--- src/design/sfc_pkg.sv ---
// Shared types and helpers for the sparse Cholesky factor block.
// No dependencies; imported by sfc_arith and sparse_cholesky_factor.
package sfc_pkg;

  // operation codes of the shared arithmetic unit
  typedef enum logic [1:0] {
    OP_MUL  = 2'd0,
    OP_SQRT = 2'd1,
    OP_DIV  = 2'd2
  } op_t;

  // request from the sequencer to the arithmetic unit
  typedef struct packed {
    logic start;
    op_t  op;
  } arith_req_t;

  localparam int DATA_W = 32;
  localparam int IDX_W  = 3;
  localparam int SIZE_W = 4;
  localparam logic [SIZE_W-1:0] SIZE_RESET = 4'd8;

  // packed lower-triangle position r*(r+1)/2 + c
  function automatic logic [7:0] tri_pos(input logic [3:0] r, input logic [3:0] c);
    logic [7:0] rr;
    logic [7:0] prod;
    rr   = {4'b0, r};
    prod = 8'(rr * (rr + 8'd1));
    return (prod >> 1) + {4'b0, c};
  endfunction

endpackage

--- src/design/sfc_arith.sv ---
// Shared arithmetic unit: rounded Q-format multiply, bit-serial square root
// and bit-serial rounded divide. Depends on sfc_pkg.
module sfc_arith #(
  parameter int FRAC_BITS = 20
) (
  input  logic                       clk,
  input  logic                       rst,
  input  sfc_pkg::arith_req_t        req,
  input  logic signed [31:0]         a,
  input  logic signed [31:0]         b,
  output logic                       done,
  output logic signed [63:0]         res
);
  import sfc_pkg::*;

  localparam logic signed [63:0] HALF = 64'sd1 <<< (FRAC_BITS - 1);

  logic              busy;
  logic              fin;
  op_t               op_q;
  logic [6:0]        cnt;
  logic signed [63:0] acc;
  logic [63:0]       v;
  logic [63:0]       r;
  logic [63:0]       bm;
  logic [31:0]       den;
  logic              neg;
  logic [31:0]       mag;
  logic [63:0]       sq_t;
  logic [32:0]       remsh;
  logic              ge;
  logic signed [63:0] mul_res;
  logic [31:0]       div_res;

  assign mag   = a[31] ? 32'(~a + 32'sd1) : 32'(a);
  assign sq_t  = r + bm;
  assign remsh = {r[31:0], v[63]};
  assign ge    = remsh >= {1'b0, den};

  // sequencing and iteration registers
  always_ff @(posedge clk) begin
    if (rst) begin
      busy <= 1'b0;
      fin  <= 1'b0;
    end else begin
      fin <= 1'b0;
      if (req.start) begin
        busy <= 1'b1;
        op_q <= req.op;
        case (req.op)
          OP_MUL: begin
            acc <= 64'(a) * 64'(b);
            cnt <= 7'd1;
          end
          OP_SQRT: begin
            v   <= {32'b0, a} << FRAC_BITS;
            r   <= '0;
            bm  <= 64'h4000_0000_0000_0000;
            cnt <= 7'd32;
          end
          OP_DIV: begin
            neg <= a[31];
            v   <= ({32'b0, mag} << FRAC_BITS) + {33'b0, b[31:1]};
            r   <= '0;
            den <= b;
            cnt <= 7'd64;
          end
          default: cnt <= 7'd1;
        endcase
      end else if (busy) begin
        cnt <= cnt - 7'd1;
        if (cnt == 7'd1) begin
          busy <= 1'b0;
          fin  <= 1'b1;
        end
        case (op_q)
          OP_SQRT: begin
            if (v >= sq_t) begin
              v <= v - sq_t;
              r <= (r >> 1) + bm;
            end else begin
              r <= r >> 1;
            end
            bm <= bm >> 2;
          end
          OP_DIV: begin
            v <= {v[62:0], ge};
            r <= ge ? 64'(remsh - {1'b0, den}) : 64'(remsh);
          end
          default: ;
        endcase
      end
    end
  end

  // result formatting
  assign mul_res = (acc + HALF) >>> FRAC_BITS;

  always_comb begin
    if (!neg) begin
      div_res = (v > 64'h7FFF_FFFF) ? 32'h7FFF_FFFF : v[31:0];
    end else begin
      div_res = (v > 64'h8000_0000) ? 32'h8000_0000 : 32'(-v[31:0]);
    end
  end

  always_comb begin
    case (op_q)
      OP_MUL:  res = mul_res;
      OP_SQRT: res = (v > r) ? 64'(r + 64'd1) : 64'(r);
      OP_DIV:  res = {{32{div_res[31]}}, div_res};
      default: res = '0;
    endcase
  end

  assign done = fin;

endmodule

--- config.mk ---
export PLATFORM = sky130hd
export DESIGN_NAME = sfc_arith
export DESIGN_NICKNAME = d
export VERILOG_FILES = /design/src/design/sfc_pkg.sv /design/src/design/sfc_arith.sv
export SDC_FILE = /design/constraint.sdc
export NUM_CORES = 2
export LEC_CHECK = 0
export BUFFER_PORTS_ARGS = -buffer_cell sky130_fd_sc_hd__buf_2
export CORE_ASPECT_RATIO = 1.2
export CORE_MARGIN = 1.5
export CORE_UTILIZATION = 57
export CTS_CLUSTER_DIAMETER = 50
export DETAILED_ROUTE_END_ITERATION = 8
export PLACE_DENSITY = 0.78
export SLEW_MARGIN = 20
export SYNTH_ARGS = -nofsm -noshare
export SYNTH_HDL_FRONTEND = slang
export SYNTH_SLANG_ARGS = --single-unit
--- constraint.sdc ---
create_clock -name clk -period 10.1 [get_ports clk]
set_input_delay 2.02 -clock clk [delete_from_list [all_inputs] [get_ports clk]]
set_output_delay 2.02 -clock clk [all_outputs]
set_load 0.1 [all_outputs]
Yosys cells after proc, flatten, opt, wreduce, memory -nomap -nowiden. Index checks and enable logic that the tools add are counted.

Add/sub/neg operators: 10. Multipliers: 1. Order comparisons: 5. Equal/unequal tests: 9. Mux-type cells: 28. Bitwise operators: 3. Reductions and logical operators: 14.

Operator list (count): $mux 64 (13); $pmux 64 s2 (3); $pmux 64 s3 (1); $mux 32 (4); $add 63x64->64 (1); $add 64x1->64 const B (1); $add 64x21->64 const B (1); $add 64x64->64 (1); $ge 64x64->1 (1); $gt 64x31->1 const B (1); $gt 64x32->1 const B (1); $gt 64x64->1 (1); $mul 32x32->64 (1); $sub 64x64->64 (1); $add 52x31->53 (1); $sub 33x32->34 (1); $ge 33x32->1 (1); $add 32x2->32 const B (1); $neg 32->32 (1); $not 32->32 (1); $mux 7 (2); $pmux 7 s2 (1); $reduce_and 4->1 (2); $eq 7x1->1 const B (1); other kinds (17) (27).

Register bits after elaboration: 300. Input bits: 69. Output and inout bits: 65. Logic and storage cells: 80.

Depth between registers and ports, before layout.
Depth after elaboration: 6. Gate-level depth with buffers: 35. Depth with buffers taken out: 30.

Least setup slack after synthesis. OpenSTA, ideal clock, no wires.

Kind: reg2reg. From: reg r[2]. To: reg v[0], enable pin. Setup time: 0.582 ns. Arrival time: 9.873 ns. Required time: 9.518 ns. Setup slack: -0.355 ns. Cell stages (with the launch flop): 26. Buffers on the path: 3. Clock period less this slack: 10.455 ns. Path through: edfxtp_1 > ha_1 > a31oi_1 > a211oi_1 > a21oi_1 > o21ai_0 > nand3_1 > nand2_1 > a311oi_1 > o21a_1 > nor2_1 > nor2_1 > xnor2_1 > ha_1 > clkbuf_1 > and3_1 > nand2_1 > nor3_1 > and3_1 > nand3_1 > a21oi_1 > a221o_1 > clkbuf_1 > clkbuf_1 > a21oi_1 > a211oi_1.

Word-level cells in the longest chain between the ends: 4.

RTL lines: start, declared (line sfc_arith.sv:24) `logic [63:0] r;`; start signal, assigned (line sfc_arith.sv:80) `r <= (r >> 1) + bm;`; start signal, assigned (line sfc_arith.sv:82) `r <= r >> 1;`; start signal, assigned (line sfc_arith.sv:88) `r <= ge ? 64'(remsh - {1'b0, den}) : 64'(remsh);`; $add 64x64->64 (line sfc_arith.sv:36) `assign sq_t = r + bm;`; $ge 64x64->1 (line sfc_arith.sv:78) `if (v >= sq_t) begin`; $ne 3x3->1 (no line); $reduce_and 5->1 (no line); end signal, assigned (line sfc_arith.sv:56) `v <= {32'b0, a} << FRAC_BITS;`; end signal, assigned (line sfc_arith.sv:79) `v <= v - sq_t;`; end signal, assigned (line sfc_arith.sv:87) `v <= {v[62:0], ge};`; end, declared (line sfc_arith.sv:23) `logic [63:0] v;`.

No other way between the ends. A chain may end at the register's enable or synchronous reset.

Worst setup path after layout.
From: in b[13]. To: reg acc[49], data pin.

Word-level cells in the longest chain between the ends: 1.

RTL lines: start, declared (line sfc_arith.sv:10) `input logic signed [31:0] b,`; $mul 32x32->64 (line sfc_arith.sv:52) `acc <= 64'(a) * 64'(b);`; end signal, assigned (line sfc_arith.sv:52); end, declared (line sfc_arith.sv:22) `logic signed [63:0] acc;`.

No other way between the ends.

==> impl_metrics.toml <==
[outcome]
status = "finished, final reports clean"

[timing]
timing_hold_violations_final = 0
setup-tns-final_ns = 0
layout_setup_ws_ns = 0.505
fmax_mhz = 104
drv_slew = 0
finClkSkew_ns = 0.0241
finalCriticalPeriod_ns = 9.59
slew_headroom = 0.192
rsz0062_at_grt = "false"
finalCritPeriodShare = 0.950
setup_viol = 0
worst_pin_slew_ns = 1.21
holdWs_ns = 0.600

[clock_tree]
post_cts_resized = 0
clk_pin_slew_ns = 0.06
cts_tree = "built"
clk_latency_ns = 0.57
cts_buffer_depth = 3
numCtsBuffers = 34
htreeDepth = 2
clkSinkCount = 249
root_buffer = "clkbuf_16"
cts_hold_buffers = 0
cts_setup_buffers = 0

[yosys]
synth.area.top_cells = "fa_1, edfxtp_1, ha_1, inv_1, and2_1"
syn_inst = 7175
ys_seq_area_frac = 0.118
avgSynthCellArea_um2 = 8.78
synth_top_area_frac = 0.344
ys_warn_count = 0
synth.largest_area_cell = "fa_1"
synth-edff-count = 247
async_flop_share = 0
ys_types = 100
synth_fp_nets = 8754
synth_ff_type = "edfxtp_1"
synth-seq-cells = 249
syn-cell-area_um2 = 63000

[global_routing]
antenna_found_initial = 25
grt_pass1_vias = 55400
grt.met1_usage = 0.468
grt_use_met2 = 0.609
grt_max_degree = 69
met3_usage = 0.0777
grt_pass1_wl_mm = 324
grt.overflow.total = 0
track_usage = 0.376
top_usage_layer = "met2"

[finish]
regArea_um2 = 7460
multi_input_area_um2 = 49800
nets = 8708
syn2layout_area_growth_pct = 5.73
drive_gt1_frac = 0.0635
fill_cells = 9390

[run]
max_cap_viol_count = 0

[routing]
drtPass1Iterations = 6
via_per_inst = 6.22
wire_per_inst_um = 24.4
drt_drc_violations_left = 0
vias = 53400
drtIter0Drc = 5481
wirelength_mm = 209
ant_nets = 0

[die]
rows = 133
coreArea_um2 = 110000
die_area_um2 = 113000
die_x_um = 307
ioPinCount = 134
die_h_um = 367
floorplan.initialDensity = 0.575

[placed_design]
dpl.hpwl_mm = 169
gp_congestion = 1.05
port_buffers = 133
dp_slack_ns = -0.390

[setup_path]
arrival_ns = 9.90
worstSetupPathType = "in2reg"
critPathLaunchType = "input pin"
cpMostUsedCell = "fa_1"
cp.required_ns = 10.41
cpPeakStageDelay_ns = 0.54
cp-end-kind = "register"
cp_slowest_cell = "fa_1"
crit_path_max_fanout = 27

[min_path]
hp-class = "reg2reg"
[placed cells by master, fill, tap and decap left out, types with 37 or more instances in the layout]
cell      count
fa_1       1081
xnor2_1     272
ha_1        425
nand4_1      72
o221ai_1     39
nand2_1     781
nor3_1       95
nand2b_1     46
a31oi_1      86
a211oi_1     79
edfxtp_1    247
o21ai_0     278
nor2_1      339
buf_4       178
nor4_1       37
and2_1      537
nor2b_1      57
a21o_1      117
buf_2       131
xor2_1      139
nand3_1     129
a21oi_1     274
and3_1       48
inv_1      1146
[worst max-delay path: cells and delay by family]
family,cells,cell delay (ns)
xor gates and xnor gates,1,0.11
buffers and inverters,9,1.14
and+or+nand+nor,3,0.71
adders and majority gates,9,4.00
AOI/OAI and AO/OA,7,1.88
[routing by layer]
layer | part of all wire | wire [um]
met5 | 0.00065 | 136
met4 | 0.069 | 14400
met3 | 0.10 | 20900
met2 | 0.46 | 96600
met1 | 0.37 | 77100
[path summary, 6_finish.rpt]
| check | slack, ns | cells after the start | to | from |
|---|---|---|---|---|
| setup / recovery | 0.51 | 29 | acc[49] | b[13] |
| hold / removal | 0.60 | 1 | done | busy |
| setup reg to reg | 1.76 | 26 | r[13] | r[0] |
| hold reg to reg | 0.60 | 1 | done | busy |
[flip-flops by register name, summed over array words and instances (netlist names)]
signal and flops:
busy 1, v 64, neg 1, acc 45, done 1, cnt 7, r 64, den 32
op_q 2, bm 32
[kinds of logic (layout without fill, tap and decap cells)]
family                   count (synthesis)  in the layout  synth area share
AND/OR/NAND/NOR                       2275           2275             0.180
buffers and inverters                 1547           1526            0.0929
adder cells (fa/ha/maj)               1510           1510             0.429
AO/OA/AOI/OAI                         1158           1158             0.118
XOR/XNOR                               411            411            0.0571
flip-flops                             249            249             0.118
multiplexers                            25             25           0.00399
other                                    0             12                 0
[cell usage after synthesis, types with 48 or more instances]
cell	number
a211oi_1	80
a21o_1	117
a21oi_1	275
a31oi_1	87
and2_1	538
and3_1	48
clkbuf_1	352
edfxtp_1	247
fa_1	1084
ha_1	426
inv_1	1146
nand2_1	781
nand2b_1	49
nand3_1	129
nand4_1	72
nor2_1	342
nor2b_1	58
nor3_1	96
o21ai_0	280
xnor2_1	272
xor2_1	139
[final cells by class]
| cell class | instances | share of cell area |
|---|---|---|
| multi-input combinational | 5379 | 0.748 |
| sequential | 249 | 0.112 |
| inverter | 1148 | 0.0647 |
| timing repair buffer | 317 | 0.0320 |
| tap | 1417 | 0.0266 |
| clock buffer | 41 | 0.0136 |
| clock inverter | 20 | 0.00306 |
| antenna | 12 | 0.000451 |
[through the flow]
| step | std cells | instance area, um2 | utilization |
|---|---|---|---|
| 3_5_place_dp | 8510 | 65500 | 0.597 |
| 5_1_grt | 8576 | 66600 | 0.607 |
| 2_1_floorplan | 7175 | 63000 | - |
| 4_1_cts | 8571 | 66600 | 0.607 |
| 3_3_place_gp | 8510 | 65500 | 0.597 |
| 6_report | 8583 | 66600 | 0.608 |
Power is not shown: default switching activity piles up to over one toggle a cycle in this logic, so the estimate is an artifact.
